`config.mk`:
```
export PLATFORM = sky130hd
export DESIGN_NAME = timed_motion_ramp_controller_unit_flat
export DESIGN_NICKNAME = d
export VERILOG_FILES = /design/src/sv/tmrc_pkg.sv /design/src/sv/tmrc_cmd_if.sv /design/src/sv/tmrc_res_if.sv /design/src/sv/timed_motion_ramp_controller_unit.sv /design/src/flat_wrapper.sv
export SDC_FILE = /design/constraint.sdc
export NUM_CORES = 1
export LEC_CHECK = 0
export BUFFER_PORTS_ARGS = -buffer_cell sky130_fd_sc_hd__buf_4
export CAP_MARGIN = 20
export CELL_PAD_IN_SITES_DETAIL_PLACEMENT = 0
export CELL_PAD_IN_SITES_GLOBAL_PLACEMENT = 1
export CORE_AREA = 4 4 139 141
export CTS_BUF_LIST = sky130_fd_sc_hd__clkbuf_4 sky130_fd_sc_hd__clkbuf_8
export CTS_CLUSTER_DIAMETER = 200
export DETAILED_ROUTE_END_ITERATION = 8
export DIE_AREA = 0 0 143 145
export PLACE_DENSITY_LB_ADDON = 0.1
export SLEW_MARGIN = 40
export SYNTH_ARGS = -nofsm -noshare
export SYNTH_HDL_FRONTEND = slang
export SYNTH_SLANG_ARGS = --single-unit
```
`constraint.sdc`:
```
create_clock -name clk -period 3.3 [get_ports clk]
set_input_delay 0.165 -clock clk [delete_from_list [all_inputs] [get_ports clk]]
set_output_delay 0.165 -clock clk [all_outputs]
set_load 0.005 [all_outputs]
```
`src/sv/tmrc_pkg.sv`:
```
// Shared types, codes and a helper function for the timed motion ramp controller.
package tmrc_pkg;

    localparam int KIND_W     = 2;
    localparam int MOTION_W   = 3;
    localparam int SPEED_W    = 8;
    localparam int DUR_W      = 24;
    localparam int ELAPSED_W  = 25;
    localparam int DRIVE_W    = 3;

    typedef logic [KIND_W-1:0]    kind_t;
    typedef logic [MOTION_W-1:0]  motion_t;
    typedef logic [SPEED_W-1:0]   speed_t;
    typedef logic [DUR_W-1:0]     dur_t;
    typedef logic [ELAPSED_W-1:0] elapsed_t;
    typedef logic [DRIVE_W-1:0]   drive_t;

    localparam kind_t KIND_TICK = 2'd0;
    localparam kind_t KIND_MOVE = 2'd1;
    localparam kind_t KIND_STOP = 2'd2;

    localparam motion_t MOTION_STOP       = 3'd0;
    localparam motion_t MOTION_FORWARD    = 3'd1;
    localparam motion_t MOTION_BACKWARD   = 3'd2;
    localparam motion_t MOTION_LEFT       = 3'd3;
    localparam motion_t MOTION_RIGHT      = 3'd4;
    localparam motion_t MOTION_SPIN_LEFT  = 3'd5;
    localparam motion_t MOTION_SPIN_RIGHT = 3'd6;

    localparam drive_t DRIVE_STOP     = 3'd0;
    localparam drive_t DRIVE_FORWARD  = 3'd1;
    localparam drive_t DRIVE_BACKWARD = 3'd2;
    localparam drive_t DRIVE_LEFT     = 3'd3;
    localparam drive_t DRIVE_RIGHT    = 3'd4;

    typedef struct packed {
        drive_t drive;
        speed_t drive_speed;
        logic   finished;
    } result_t;

    // Spin moves drive the same way as the plain turns.
    function automatic drive_t drive_of(motion_t m);
        drive_t d;
        case (m)
            MOTION_FORWARD:    d = DRIVE_FORWARD;
            MOTION_BACKWARD:   d = DRIVE_BACKWARD;
            MOTION_LEFT:       d = DRIVE_LEFT;
            MOTION_RIGHT:      d = DRIVE_RIGHT;
            MOTION_SPIN_LEFT:  d = DRIVE_LEFT;
            MOTION_SPIN_RIGHT: d = DRIVE_RIGHT;
            default:           d = DRIVE_STOP;
        endcase
        return d;
    endfunction

endpackage

```
`src/sv/tmrc_cmd_if.sv`:
```
// Command channel: valid/ready handshake carrying one input item.
interface tmrc_cmd_if;
    logic                valid;
    logic                ready;
    tmrc_pkg::kind_t     kind;
    tmrc_pkg::motion_t   motion;
    tmrc_pkg::speed_t    speed_target;
    tmrc_pkg::dur_t      run_time_ms;

    modport source (output valid, output kind, output motion, output speed_target,
                    output run_time_ms, input ready);
    modport sink   (input valid, input kind, input motion, input speed_target,
                    input run_time_ms, output ready);
endinterface

```
`src/sv/tmrc_res_if.sv`:
```
// Result channel: valid/ready handshake carrying one drive result item.
interface tmrc_res_if;
    logic               valid;
    logic               ready;
    tmrc_pkg::drive_t   drive;
    tmrc_pkg::speed_t   drive_speed;
    logic               finished;

    modport source (output valid, output drive, output drive_speed, output finished,
                    input ready);
    modport sink   (input valid, input drive, input drive_speed, input finished,
                    output ready);
endinterface

```
`src/sv/timed_motion_ramp_controller_unit.sv`:
```
// Timed motion ramp controller: move/stop/tick items in, drive results out.
//
// Takes one command item every clock cycle while cmd.ready is high. Move and
// stop items update the motion state and give no result; a tick item steps
// the ramped speed one toward the goal, advances the run timer by TICK_MS
// while moving, halts once the run time is used up, and gives one result
// item (drive, drive speed, finished). Results sit in an output register
// backed by a one-entry skid stage, so the block keeps taking items while a
// result waits; cmd.ready drops only while the skid stage holds a result,
// i.e. after a tick has arrived while the result side was stalled.
module timed_motion_ramp_controller_unit #(
    parameter int TICK_MS = 10
) (
    input  logic              clk,
    input  logic              rst_n,
    tmrc_cmd_if.sink          cmd,
    tmrc_res_if.source        res
);

    tmrc_pkg::motion_t  motion_reg,  motion_next;
    tmrc_pkg::speed_t   goal_reg,    goal_next;
    tmrc_pkg::speed_t   ramp_reg,    ramp_next;
    tmrc_pkg::dur_t     dur_reg,     dur_next;
    tmrc_pkg::elapsed_t elapsed_reg, elapsed_next;

    tmrc_pkg::result_t  out_reg, skid_reg, new_res;
    logic               out_valid_reg, skid_valid_reg;

    logic               accept;
    logic               res_fire;
    logic               take;
    tmrc_pkg::elapsed_t elapsed_sum;

    assign accept   = cmd.valid && cmd.ready;
    assign res_fire = accept && (cmd.kind == tmrc_pkg::KIND_TICK);
    assign take     = res.valid && res.ready;
    assign cmd.ready = !skid_valid_reg;

    assign elapsed_sum = elapsed_reg + tmrc_pkg::ELAPSED_W'(TICK_MS);

    always_comb
    begin
        motion_next  = motion_reg;
        goal_next    = goal_reg;
        ramp_next    = ramp_reg;
        dur_next     = dur_reg;
        elapsed_next = elapsed_reg;
        new_res.drive = tmrc_pkg::drive_of(motion_reg);

        case (cmd.kind)
            tmrc_pkg::KIND_MOVE:
            begin
                motion_next  = cmd.motion;
                goal_next    = cmd.speed_target;
                dur_next     = cmd.run_time_ms;
                elapsed_next = '0;
            end
            tmrc_pkg::KIND_STOP:
            begin
                motion_next  = tmrc_pkg::MOTION_STOP;
                goal_next    = '0;
                dur_next     = '0;
                elapsed_next = '0;
            end
            tmrc_pkg::KIND_TICK:
            begin
                if (ramp_reg < goal_reg)
                begin
                    ramp_next = ramp_reg + 1'b1;
                end
                else if (ramp_reg > goal_reg)
                begin
                    ramp_next = ramp_reg - 1'b1;
                end
                if (motion_reg != tmrc_pkg::MOTION_STOP)
                begin
                    // Halt once the run time is used up.
                    if (elapsed_sum >= {1'b0, dur_reg})
                    begin
                        motion_next  = tmrc_pkg::MOTION_STOP;
                        goal_next    = '0;
                        dur_next     = '0;
                        elapsed_next = '0;
                    end
                    else
                    begin
                        elapsed_next = elapsed_sum;
                    end
                end
            end
            default:
            begin
            end
        endcase

        new_res.drive_speed = ramp_next;
        new_res.finished    = (motion_next == tmrc_pkg::MOTION_STOP);
    end

    always_ff @(posedge clk or negedge rst_n)
    begin
        if (!rst_n)
        begin
            motion_reg  <= tmrc_pkg::MOTION_STOP;
            goal_reg    <= '0;
            ramp_reg    <= '0;
            dur_reg     <= '0;
            elapsed_reg <= '0;
        end
        else if (accept)
        begin
            motion_reg  <= motion_next;
            goal_reg    <= goal_next;
            ramp_reg    <= ramp_next;
            dur_reg     <= dur_next;
            elapsed_reg <= elapsed_next;
        end
    end

    // Output register with one-entry skid stage.
    always_ff @(posedge clk or negedge rst_n)
    begin
        if (!rst_n)
        begin
            out_valid_reg  <= 1'b0;
            skid_valid_reg <= 1'b0;
        end
        else if (skid_valid_reg)
        begin
            if (take)
            begin
                skid_valid_reg <= 1'b0;
            end
        end
        else if (out_valid_reg && !res.ready)
        begin
            skid_valid_reg <= res_fire;
        end
        else
        begin
            out_valid_reg <= res_fire;
        end
    end

    always_ff @(posedge clk)
    begin
        if (skid_valid_reg)
        begin
            if (take)
            begin
                out_reg <= skid_reg;
            end
        end
        else if (out_valid_reg && !res.ready)
        begin
            if (res_fire)
            begin
                skid_reg <= new_res;
            end
        end
        else if (res_fire)
        begin
            out_reg <= new_res;
        end
    end

    assign res.valid       = out_valid_reg;
    assign res.drive       = out_reg.drive;
    assign res.drive_speed = out_reg.drive_speed;
    assign res.finished    = out_reg.finished;

    a_skid_needs_out: assert property (@(posedge clk) disable iff (!rst_n)
        skid_valid_reg |-> out_valid_reg)
        else $error("skid stage holds a result while the output register is empty");

    a_stop_clears: assert property (@(posedge clk) disable iff (!rst_n)
        accept && (cmd.kind == tmrc_pkg::KIND_STOP)
        |=> (motion_reg == tmrc_pkg::MOTION_STOP) && (goal_reg == '0)
            && (elapsed_reg == '0))
        else $error("stop item did not clear the motion state");

    a_ramp_step: assert property (@(posedge clk) disable iff (!rst_n)
        (ramp_reg == $past(ramp_reg)) || (ramp_reg == $past(ramp_reg) + 8'd1)
        || (ramp_reg == $past(ramp_reg) - 8'd1))
        else $error("ramped speed moved by more than one step");

    a_timer_bound: assert property (@(posedge clk) disable iff (!rst_n)
        (motion_reg != tmrc_pkg::MOTION_STOP) |-> (elapsed_reg <= {1'b0, dur_reg}))
        else $error("run timer passed the duration while still moving");

endmodule
```
`src/flat_wrapper.sv`:
```
// flat-port wrapper written by rule: the top's interface ports become plain ports
module timed_motion_ramp_controller_unit_flat 
#(
    parameter int TICK_MS = 10
)
  (clk, rst_n, cmd_valid, cmd_kind, cmd_motion, cmd_speed_target, cmd_run_time_ms, cmd_ready, res_valid, res_drive, res_drive_speed, res_finished, res_ready);
  tmrc_cmd_if cmd_i ();
  tmrc_res_if res_i ();
  input  logic clk;
  input  logic rst_n;
  input wire logic [$bits(cmd_i.valid)-1:0] cmd_valid;
  input wire logic [$bits(cmd_i.kind)-1:0] cmd_kind;
  input wire logic [$bits(cmd_i.motion)-1:0] cmd_motion;
  input wire logic [$bits(cmd_i.speed_target)-1:0] cmd_speed_target;
  input wire logic [$bits(cmd_i.run_time_ms)-1:0] cmd_run_time_ms;
  output wire logic [$bits(cmd_i.ready)-1:0] cmd_ready;
  output wire logic [$bits(res_i.valid)-1:0] res_valid;
  output wire logic [$bits(res_i.drive)-1:0] res_drive;
  output wire logic [$bits(res_i.drive_speed)-1:0] res_drive_speed;
  output wire logic [$bits(res_i.finished)-1:0] res_finished;
  input wire logic [$bits(res_i.ready)-1:0] res_ready;
  assign cmd_i.valid = cmd_valid;
  assign cmd_i.kind = cmd_kind;
  assign cmd_i.motion = cmd_motion;
  assign cmd_i.speed_target = cmd_speed_target;
  assign cmd_i.run_time_ms = cmd_run_time_ms;
  assign cmd_ready = cmd_i.ready;
  assign res_valid = res_i.valid;
  assign res_drive = res_i.drive;
  assign res_drive_speed = res_i.drive_speed;
  assign res_finished = res_i.finished;
  assign res_i.ready = res_ready;
  timed_motion_ramp_controller_unit #(.TICK_MS(TICK_MS)) u_core (.clk(clk), .rst_n(rst_n), .cmd(cmd_i), .res(res_i));
endmodule
```
==> flow_summary.yaml, run 1 <==
yosys:
  synth_area_leader_cell: "dfrtp_1"
  synth_seq_cells: 93
  synth_commonest_cells: "dfrtp_1 (69), nand2_1 (60), o21ai_0 (58)"
  synthArstFlopShare_pct: 74.2
  synth-edff-count: 24
  yosysMostFrequentCell: "dfrtp_1"
  synth_cells: 556
  yosysTopAreaCellShare_pct: 32.5
  synth_cell_types: 57
  synthFlopType: "dfrtp_1"
  yosys-top-cells-area: "dfrtp_1 (33%), edfxtp_1 (14%), ha_1 (8.0%)"
  seq_area_frac_synth_pct: 46.1
  synth_warnings: 0
  synth_area_per_cell_sq_um: 9.56
  syn_area_sq_mm: 0.00531
  syn_nets: 631
cells_and_area:
  syn2layout_area_growth_pct: 36.3
  design_area_sq_mm: 0.00724
  n_fill_cell: 1785
  drive_gt1_share_pct: 32.5
  antenna-diode-count: 0
  fin_cells: 924
  nets: 765
floorplanning:
  die_w_um: 143
  die_h_um: 145
  floorplan.initialDensity_pct: 29.6
  core-area_sq_mm: 0.0180
  num_io_pins: 55
  dieArea_sq_mm: 0.0207
  std_cell_rows: 49
detailed_routing:
  drt-total-wl_um: 15300
  dr.pass1.iters: 5
  first_iter_violations: 288
  drt-vias-per-instance: 4.94
  wl_per_cell_um: 16.5
  wl_met2_um: 7170
  ant_nets: 0
  vias: 4564
  drcViolationCount: 0
  highest_layer: "met4"
  routed-wl-met3_um: 465
  m1WireLength_um: 7350
power_and_ir_drop:
  power_mw: 4.34
  leakagePower_nw: 3.29
  peakVddDrop_v: 0.000225
  powerDensity_mw_per_mm2: 599
cts:
  path_clk_slew_ns: 0.10
  cts-htree-levels: 3
  clk_latency_ns: 0.39
  cts_tree: "done"
  clockRootBuffer: "clkbuf_8"
  cts_max_path_buffers: 2
  numCtsBuffers: 9
  clock_sinks: 93
timing:
  clock.fmax_ghz: 0.284
  setup_ws_ns: -0.222
  whs_ns: 0.0166
  rsz0062_at_grt: "yes"
  setup_viol: 53
  clock_skew_ns: 0.0137
  slew_headroom_pct: 44.9
  maxSlewViolCount: 0
  worstMarginPinSlew_ns: 0.816
  finalCritPeriodShare_pct: 107
  hold_viol_final: 0
  min_period_ns: 3.52
global_route:
  grt_use_total_pct: 14.9
  grt_pass1_wl_um: 24500
  grt_start_max_net_pins: 70
  antenna_found_initial: 0
  grt_overflow_total: 0
  grt_pass1_vias: 4619
worst_setup_path:
  cp_max_fo: 6
  criticalPathCategory: "reg -> reg"
  cp_data_arrival_time_ns: 3.67
  crit_path_cell_trace: "nand3_1, nor4_4, nand3_2, nor3_4, xor2_2, ha_1, a21o_1, a211o_1, a31oi_1, buf_4, o211ai_4, buf_6, a2bb2oi_4, mux2_4"
  cp-start-kind: "register"
  cp_data_required_time_ns: 3.45
  slowest_stage: "dfrtp_1"
  critPathMaxStageDelay_ns: 0.38
  critical_path.startpoint: "u_core.elapsed_reg[9]"
  r2r_start: "u_core.elapsed_reg[9]"
  cp-end-kind: "register"
run_status:
  run_status: "finished with violations"
  violations: "setup timing"
flow_run:
  max-cap-violations: 0
place:
  port-buffer-count: 54
  placed_cells: 876
  place_ws_ns: -0.335
  place_hpwl_um: 10800
  place_congestion: 0.793
  post_dp_cell_area_sq_mm: 0.00645
worst_hold_path:
  hp-start: "cmd_run_time_ms[20]"
  hold_path.class: "in -> reg"
==> worst paths after layout <==
path / cells after the start / slack [ns] / to
setup / recovery: 14 / -0.22 / u_core.res.finished
hold / removal: 3 / 0.02 / u_core.dur_reg[20]
setup reg to reg: 14 / -0.22 / u_core.res.finished
hold reg to reg: 1 / 0.52 / u_core.elapsed_reg[24]
max in group asynchronous: 2 / 2.45 / u_core.goal_reg[6]
min in group asynchronous: 2 / 0.36 / u_core.dur_reg[20]
==> worst max-delay path, delay by kind of cell (launching register included) <==
family          cells  cell delay [ns]
flops               1             0.38
mux                 1             0.28
fa+ha+maj           1             0.27
buf+inv             2             0.32
simple gates        4             0.93
compound gates      5             0.89
xor+xnor            1             0.20
==> layer usage <==
| metal | up-vias | global-route usage, % |
|---|---|---|
| met5 | - | 0 |
| met1 | 2240 | 21.3 |
| met3 | 16 | 2.27 |
| met4 | 0 | 5.66 |
| met2 | 80 | 22.7 |
| li1 | 2228 | - |
==> cells by family (layout without fill, tap and decap cells) <==
logic type               count (synthesis)  after routing  synth area share [%]
AND/OR/NAND/NOR                        186            186                  17.3
AO/OA/AOI/OAI                          125            125                  14.3
flip-flops                              93             93                  46.1
buffers and inverters                   67            206                  5.28
XOR/XNOR                                36             36                  5.93
adder cells (fa/ha/maj)                 34             34                  8.01
multiplexers                            15             15                  3.11
==> cell type report <==
type	instances	area [sq um]	area share, %
clock buffer	10	131	1.81
clock inverter	6	63.8	0.881
inverter	42	158	2.18
multi-input combinational	396	2960	40.9
sequential	93	2450	33.8
tap	229	287	3.96
timing repair buffer	148	1200	16.5
==> per-stage QoR <==
stage | util, % | TNS, ns
2_1_floorplan | - | 0
3_3_place_gp | 35.9 | -9.55
3_5_place_dp | 35.9 | -14.63
4_1_cts | 39.1 | -11.14
5_1_grt | 40.3 | -16.95
6_report | 40.3 | -5.08
==> what timing repair did <==
action / 4_1_cts / 5_1_grt
hold buffers: 8 / 0
resized for setup: 70 / 35
pin swaps: 19 / 30
buffers inserted: 19 / 8
endpoints found under the setup margin: 60 / 60
endpoints found under the hold margin: 76 / 0
==> cells in the final DEF (no fill, tap or decap), types with 8 or more instances in the layout <==
cell type      Yosys  layout
buf_4              3     127
dfrtp_1           69      69
nand2_1           60      57
inv_1             42      42
nand3_1           43      41
o21ai_1            2      39
ha_1              34      29
nor2_1            27      24
edfxtp_1          24      24
a21oi_1           24      22
xnor2_1           22      17
o21ai_0           58      14
xor2_1            14      11
mux2_2            12      11
buf_6              2      11
a22o_1             9       9
clkbuf_8           0       9
dlygate4sd3_1      0       8
==> power breakdown <==
group	internal [mW]	switching [mW]
registers	1.48	0.189
clock network	0.358	0.444
logic	0.832	1.03
total	2.67	1.67
Power figures use the tool's default switching activity.
==> run 2, diff against run 1 <==
--- a/config.mk
+++ b/config.mk
@@ -15,6 +15,7 @@
 export DETAILED_ROUTE_END_ITERATION = 8
 export DIE_AREA = 0 0 143 145
 export PLACE_DENSITY_LB_ADDON = 0.1
+export SETUP_SLACK_MARGIN = 0.2
 export SLEW_MARGIN = 40
 export SYNTH_ARGS = -nofsm -noshare
 export SYNTH_HDL_FRONTEND = slang
==> flow_summary.yaml, run 2 (synthesis gave the netlist of run 1 again) <==
timing:
  setup_viol: 56
  worstMarginPinSlew_ns: 0.804
  maxSlewViolCount: 0
  clock_skew_ns: 0.0118
  min_period_ns: 3.50
  rsz0062_at_grt: "yes"
  setup_ws_ns: -0.196
  slew_headroom_pct: 46.2
  whs_ns: 0.0259
  clock.fmax_ghz: 0.286
  setup_tns_ns: -6.19
  finalCritPeriodShare_pct: 106
  hold_viol_final: 0
cells_and_area:
  fin_cells: 917
  final_cell_mix: "buf_4 (111), dfrtp_1 (69), nand2_1 (58), inv_1 (42), nand3_1 (41)"
  design_area_sq_mm: 0.00727
  multi_input_area_sq_mm: 0.00290
  nets: 758
  final_common_cell: "buf_4"
  syn2layout_area_growth_pct: 36.8
  n_fill_cell: 1810
  regArea_sq_mm: 0.00245
  antenna-diode-count: 0
  drive_gt1_share_pct: 33.0
  post-route-util_pct: 40.5
worst_setup_path:
  cp_data_required_time_ns: 3.43
  cp_max_fo: 5
  critical_path.startpoint: "u_core.elapsed_reg[2]"
  cp-end-kind: "register"
  criticalPathCategory: "reg -> reg"
  r2r_start: "u_core.elapsed_reg[2]"
  cp_data_arrival_time_ns: 3.63
  cp-start-kind: "register"
place:
  post_dp_cell_area_sq_mm: 0.00644
  place_congestion: 0.804
  place_hpwl_um: 10600
  port-buffer-count: 54
  placed_cells: 872
run_status:
  violations: "setup timing"
  run_status: "finished with violations"
detailed_routing:
  drt-vias-per-instance: 4.90
  first_iter_violations: 309
  wl_per_cell_um: 16.3
  drt-total-wl_um: 15000
  vias: 4490
  dr.pass1.iters: 4
  ant_nets: 0
  drcViolationCount: 0
global_route:
  grt_start_max_net_pins: 70
  grt_use_total_pct: 14.3
  grt_overflow_total: 0
  grt_pass1_vias: 4506
  antenna_found_initial: 0
  grt_pass1_wl_um: 23800
power_and_ir_drop:
  comb_power_share_pct: 42.8
  peakVddDrop_v: 0.000266
  internal_power_mw: 2.77
  p_sw_mw: 1.68
  leakagePower_nw: 3.29
  seq_power_share_pct: 37.4
  swShare_pct: 37.8
  clkPwrFrac_pct: 19.7
  powerDensity_mw_per_mm2: 613
worst_hold_path:
  hp-start: "cmd_speed_target[3]"
  hold_path.class: "in -> reg"
cts:
  numCtsBuffers: 9
  cts_max_path_buffers: 2
  clk_latency_ns: 0.38
  clockRootBuffer: "clkbuf_8"
  cts_tree: "done"
  path_clk_slew_ns: 0.10
  cts-htree-levels: 3
  clock_sinks: 93
flow_run:
  max-cap-violations: 0
floorplanning:
  die_w_um: 143
  dieArea_sq_mm: 0.0207
  floorplan.initialDensity_pct: 29.6
  core-area_sq_mm: 0.0180
  num_io_pins: 55
  std_cell_rows: 49
  die_h_um: 145
run 2: cell types whose count changed in the layout (fill, tap and decap cells not counted), moves of 4 or more:
cell and change:
clkbuf_16 +4, o21ai_1 -25, o21ai_2 +24, dlygate4sd3_1 +4, buf_4 -16
run 2: power by group through the flow:
| stage | combinational, mW | clock (mW) | sequential, mW |
|---|---|---|---|
| after floorplan | 1.16 | 0 | 1.63 |
| after global placement | 1.68 | 0 | 1.69 |
| after detailed placement | 1.71 | 0 | 1.69 |
| after CTS | 1.77 | 0.915 | 1.67 |
| after global routing | 2.13 | 0.954 | 1.70 |
| final | 1.91 | 0.879 | 1.67 |
run 2: path summary, 6_finish.rpt:
kind                       depth (start not counted)                      to  slack, ns
setup reg to reg                                  15     u_core.res.finished      -0.20
min in group asynchronous                          2      u_core.dur_reg[19]       0.37
setup / recovery                                  15     u_core.res.finished      -0.20
hold / removal                                     3      u_core.goal_reg[3]       0.03
max in group asynchronous                          2  u_core.elapsed_reg[12]       2.48
hold reg to reg                                    1  u_core.elapsed_reg[24]       0.52
run 2: layout make-up:
class | count | area share (%)
well taps | 229 | 3.94
clock inverters | 6 | 1.17
repair buffers | 141 | 17.3
inverters | 42 | 2.17
multi-input cells | 396 | 39.9
flip-flops and latches | 93 | 33.7
clock buffers | 10 | 1.81
run 2: critical path, cell delays in order (launching register included):
cell	delay (ns)
dfrtp_1	0.39
ha_2	0.21
nor2_2	0.04
or2_4	0.29
nor4_4	0.30
and4_1	0.28
xor2_1	0.09
ha_1	0.19
a21o_1	0.16
a211o_1	0.28
a31oi_2	0.21
o211ai_4	0.12
buf_12	0.16
buf_12	0.13
a2bb2oi_2	0.13
mux2_4	0.27
run 2: stage by stage:
step,setup slack [ns],power (mW)
after global placement,-0.409,3.37
after global routing,-0.400,4.78
final,-0.196,4.45
after detailed placement,-0.425,3.40
after floorplan,0.0591,2.79
after CTS,-0.182,4.36
run 2: timing repair:
item,in CTS,in global routing
buffers inserted,8,4
pin swaps,15,4
hold endpoints to repair,80,0
hold buffers,12,0
gates resized for setup,44,59
gates cloned,0,5
setup endpoints to repair,60,61
run 2: per-layer routing:
metal | track usage, % | vias to the layer above | share of wire, %
li1 | - | 2219 | -
met4 | 5.09 | 0 | 1.7
met5 | 0 | - | 0
met2 | 22.1 | 61 | 46
met3 | 2.04 | 16 | 2.9
met1 | 20.4 | 2194 | 49
==> run 3, diff against run 2 <==
==> constraint.sdc (replaced) <==
create_clock -name clk -period 3.8 [get_ports clk]
set_input_delay 0.19 -clock clk [delete_from_list [all_inputs] [get_ports clk]]
set_output_delay 0.19 -clock clk [all_outputs]
set_load 0.005 [all_outputs]
==> flow_summary.yaml, run 3 (synthesis gave the netlist of run 1 again) <==
power_and_ir_drop:
  p_sw_mw: 1.49
  internal_power_mw: 2.25
  comb_power_share_pct: 42.9
  swShare_pct: 39.8
  leakagePower_nw: 3.12
  powerDensity_mw_per_mm2: 535
  peakVddDrop_v: 0.000263
  seq_power_share_pct: 38.7
  clkPwrFrac_pct: 18.4
timing:
  setup_viol: 0
  whs_ns: 0.0243
  hold_viol_final: 0
  slew_headroom_pct: 46.1
  setup_tns_ns: 0
  worstMarginPinSlew_ns: 0.809
  finalCritPeriodShare_pct: 95.6
  min_period_ns: 3.63
  clock_skew_ns: 0.0158
  rsz0062_at_grt: "yes"
  clock.fmax_ghz: 0.275
  maxSlewViolCount: 0
global_route:
  grt_pass1_vias: 4642
  grt_busiest_layer: "met2"
  grt_pass1_wl_um: 24000
  grt_start_max_net_pins: 70
  grt_use_total_pct: 14.5
  grt_use_met2_pct: 25.1
  grt_overflow_total: 0
  grtUsageMet1_pct: 18.1
  grt_use_met3_pct: 2.07
  antenna_found_initial: 0
cells_and_area:
  post-route-util_pct: 38.9
  syn2layout_area_growth_pct: 31.6
  drive_gt1_share_pct: 30.7
  final_common_cell: "buf_4"
  nets: 731
  antenna-diode-count: 0
  final_cell_mix: "buf_4 (94), dfrtp_1 (67), nand2_1 (57), inv_1 (42), o21ai_0 (42)"
  n_fill_cell: 1804
worst_setup_path:
  r2r_start: "u_core.elapsed_reg[2]"
  cp_max_fo: 5
  criticalPathCategory: "reg -> reg"
  r2r_cells: 18
  cp_data_arrival_time_ns: 3.93
  cp_data_required_time_ns: 4.09
  cp-start-kind: "register"
  timing.rr.end: "u_core.dur_reg[14]"
  cp-end-kind: "register"
  reg2reg_slack_ns: 0.17
floorplanning:
  num_io_pins: 55
  std_cell_rows: 49
  core-area_sq_mm: 0.0180
  die_w_um: 143
  floorplan.initialDensity_pct: 29.6
  dieArea_sq_mm: 0.0207
  die_h_um: 145
worst_hold_path:
  hp-start: "cmd_speed_target[2]"
  hold_path.class: "in -> reg"
  hold_depth: 3
  hold_end: "u_core.goal_reg[2]"
detailed_routing:
  dr.pass1.iters: 4
  wl_per_cell_um: 16.6
  ant_nets: 0
  drt-total-wl_um: 14800
  vias: 4333
  first_iter_violations: 142
  drcViolationCount: 0
  drt-vias-per-instance: 4.87
cts:
  cts_tree: "done"
  clk_latency_ns: 0.40
  numCtsBuffers: 9
  cts-htree-levels: 3
  path_clk_slew_ns: 0.11
  cts_max_path_buffers: 2
  clock_sinks: 93
  clockRootBuffer: "clkbuf_8"
place:
  place_hpwl_um: 10300
  place_congestion: 0.835
  port-buffer-count: 54
run_status:
  run_status: "complete, no violations"
flow_run:
  max-cap-violations: 0
run 3: changes by cell type in the layout (fill, tap and decap cells not counted), moves of 3 or more:
cell,delta
o21ai_2,-15
o21ai_0,+27
dlygate4sd3_1,-10
inv_8,+3
o21ai_1,-12
buf_4,-17
run 3: layout make-up:
class                      instances  area (sq um)  area share (%)
multi-input combinational        396          2880            41.1
sequential                        93          2450            35.0
timing repair buffer             114          1020            14.7
tap                              229           287            4.10
inverter                          42           158            2.25
clock buffer                       9           124            1.77
clock inverter                     7          75.1            1.07
run 3: worst max-delay path by stage:
| stage | startpoint | to | slack, ns | depth (start not counted) |
|---|---|---|---|---|
| floorplan | u_core.elapsed_reg[1] | u_core.elapsed_reg[16] | 0.21 | 18 |
| global route | u_core.elapsed_reg[2] | u_core.goal_reg[4] | 0.02 | 18 |
| CTS | u_core.elapsed_reg[11] | u_core.dur_reg[8] | 0.16 | 15 |
| detailed placement | u_core.elapsed_reg[1] | u_core.res.finished | -0.17 | 18 |
| global placement | u_core.elapsed_reg[2] | u_core.res.finished | -0.1 | 17 |
| finish | u_core.elapsed_reg[2] | u_core.dur_reg[14] | 0.17 | 18 |
run 3: per-stage QoR:
stage	total power [mW]	cells	cell area, sq um	setup WS (ns)
after floorplan	2.41	556	5320	0.214
after detailed placement	2.91	853	6250	-0.172
after CTS	3.69	881	6690	0.158
after global routing	4.05	890	6990	0.0200
final	3.74	890	6990	0.167
after global placement	2.89	853	6240	-0.0965
run 3: what timing repair did:
action | in CTS | in global routing
hold endpoints to repair | 70 | 0
hold buffers | 2 | 0
buffers inserted | 9 | 7
resized for setup | 24 | 60
endpoints found under the setup margin | 60 | 53
pin swaps | 11 | 11
gates cloned | 1 | 2
run 3: power by group through the flow:
| stage | combinational, mW | clock, mW | sequential (mW) |
|---|---|---|---|
| CTS | 1.52 | 0.724 | 1.44 |
| global route | 1.81 | 0.764 | 1.47 |
| detailed placement | 1.45 | 0 | 1.46 |
| finish | 1.60 | 0.688 | 1.45 |
| global placement | 1.43 | 0 | 1.46 |
| floorplan | 0.988 | 0 | 1.42 |
run 3: per-layer routing:
layer	part of all wire, %	wire [um]	vias to the layer above
met4	1.7	254	0
li1	-	-	2159
met3	2.5	370	15
met5	0	0	-
met1	44	6540	2102
met2	51	7610	57
run 3: critical path, stage by stage, from the launching register on:
cell	delay, ns
dfrtp_1	0.41
ha_2	0.21
nor2_2	0.04
or2_4	0.27
buf_6	0.14
nor2_4	0.11
and3_4	0.20
xor2_2	0.08
ha_1	0.29
nand4_1	0.15
nor4_2	0.36
buf_4	0.17
o311ai_2	0.08
and4_1	0.19
o211ai_4	0.27
and2_4	0.25
buf_6	0.14
clkbuf_16	0.14
o21ai_2	0.05
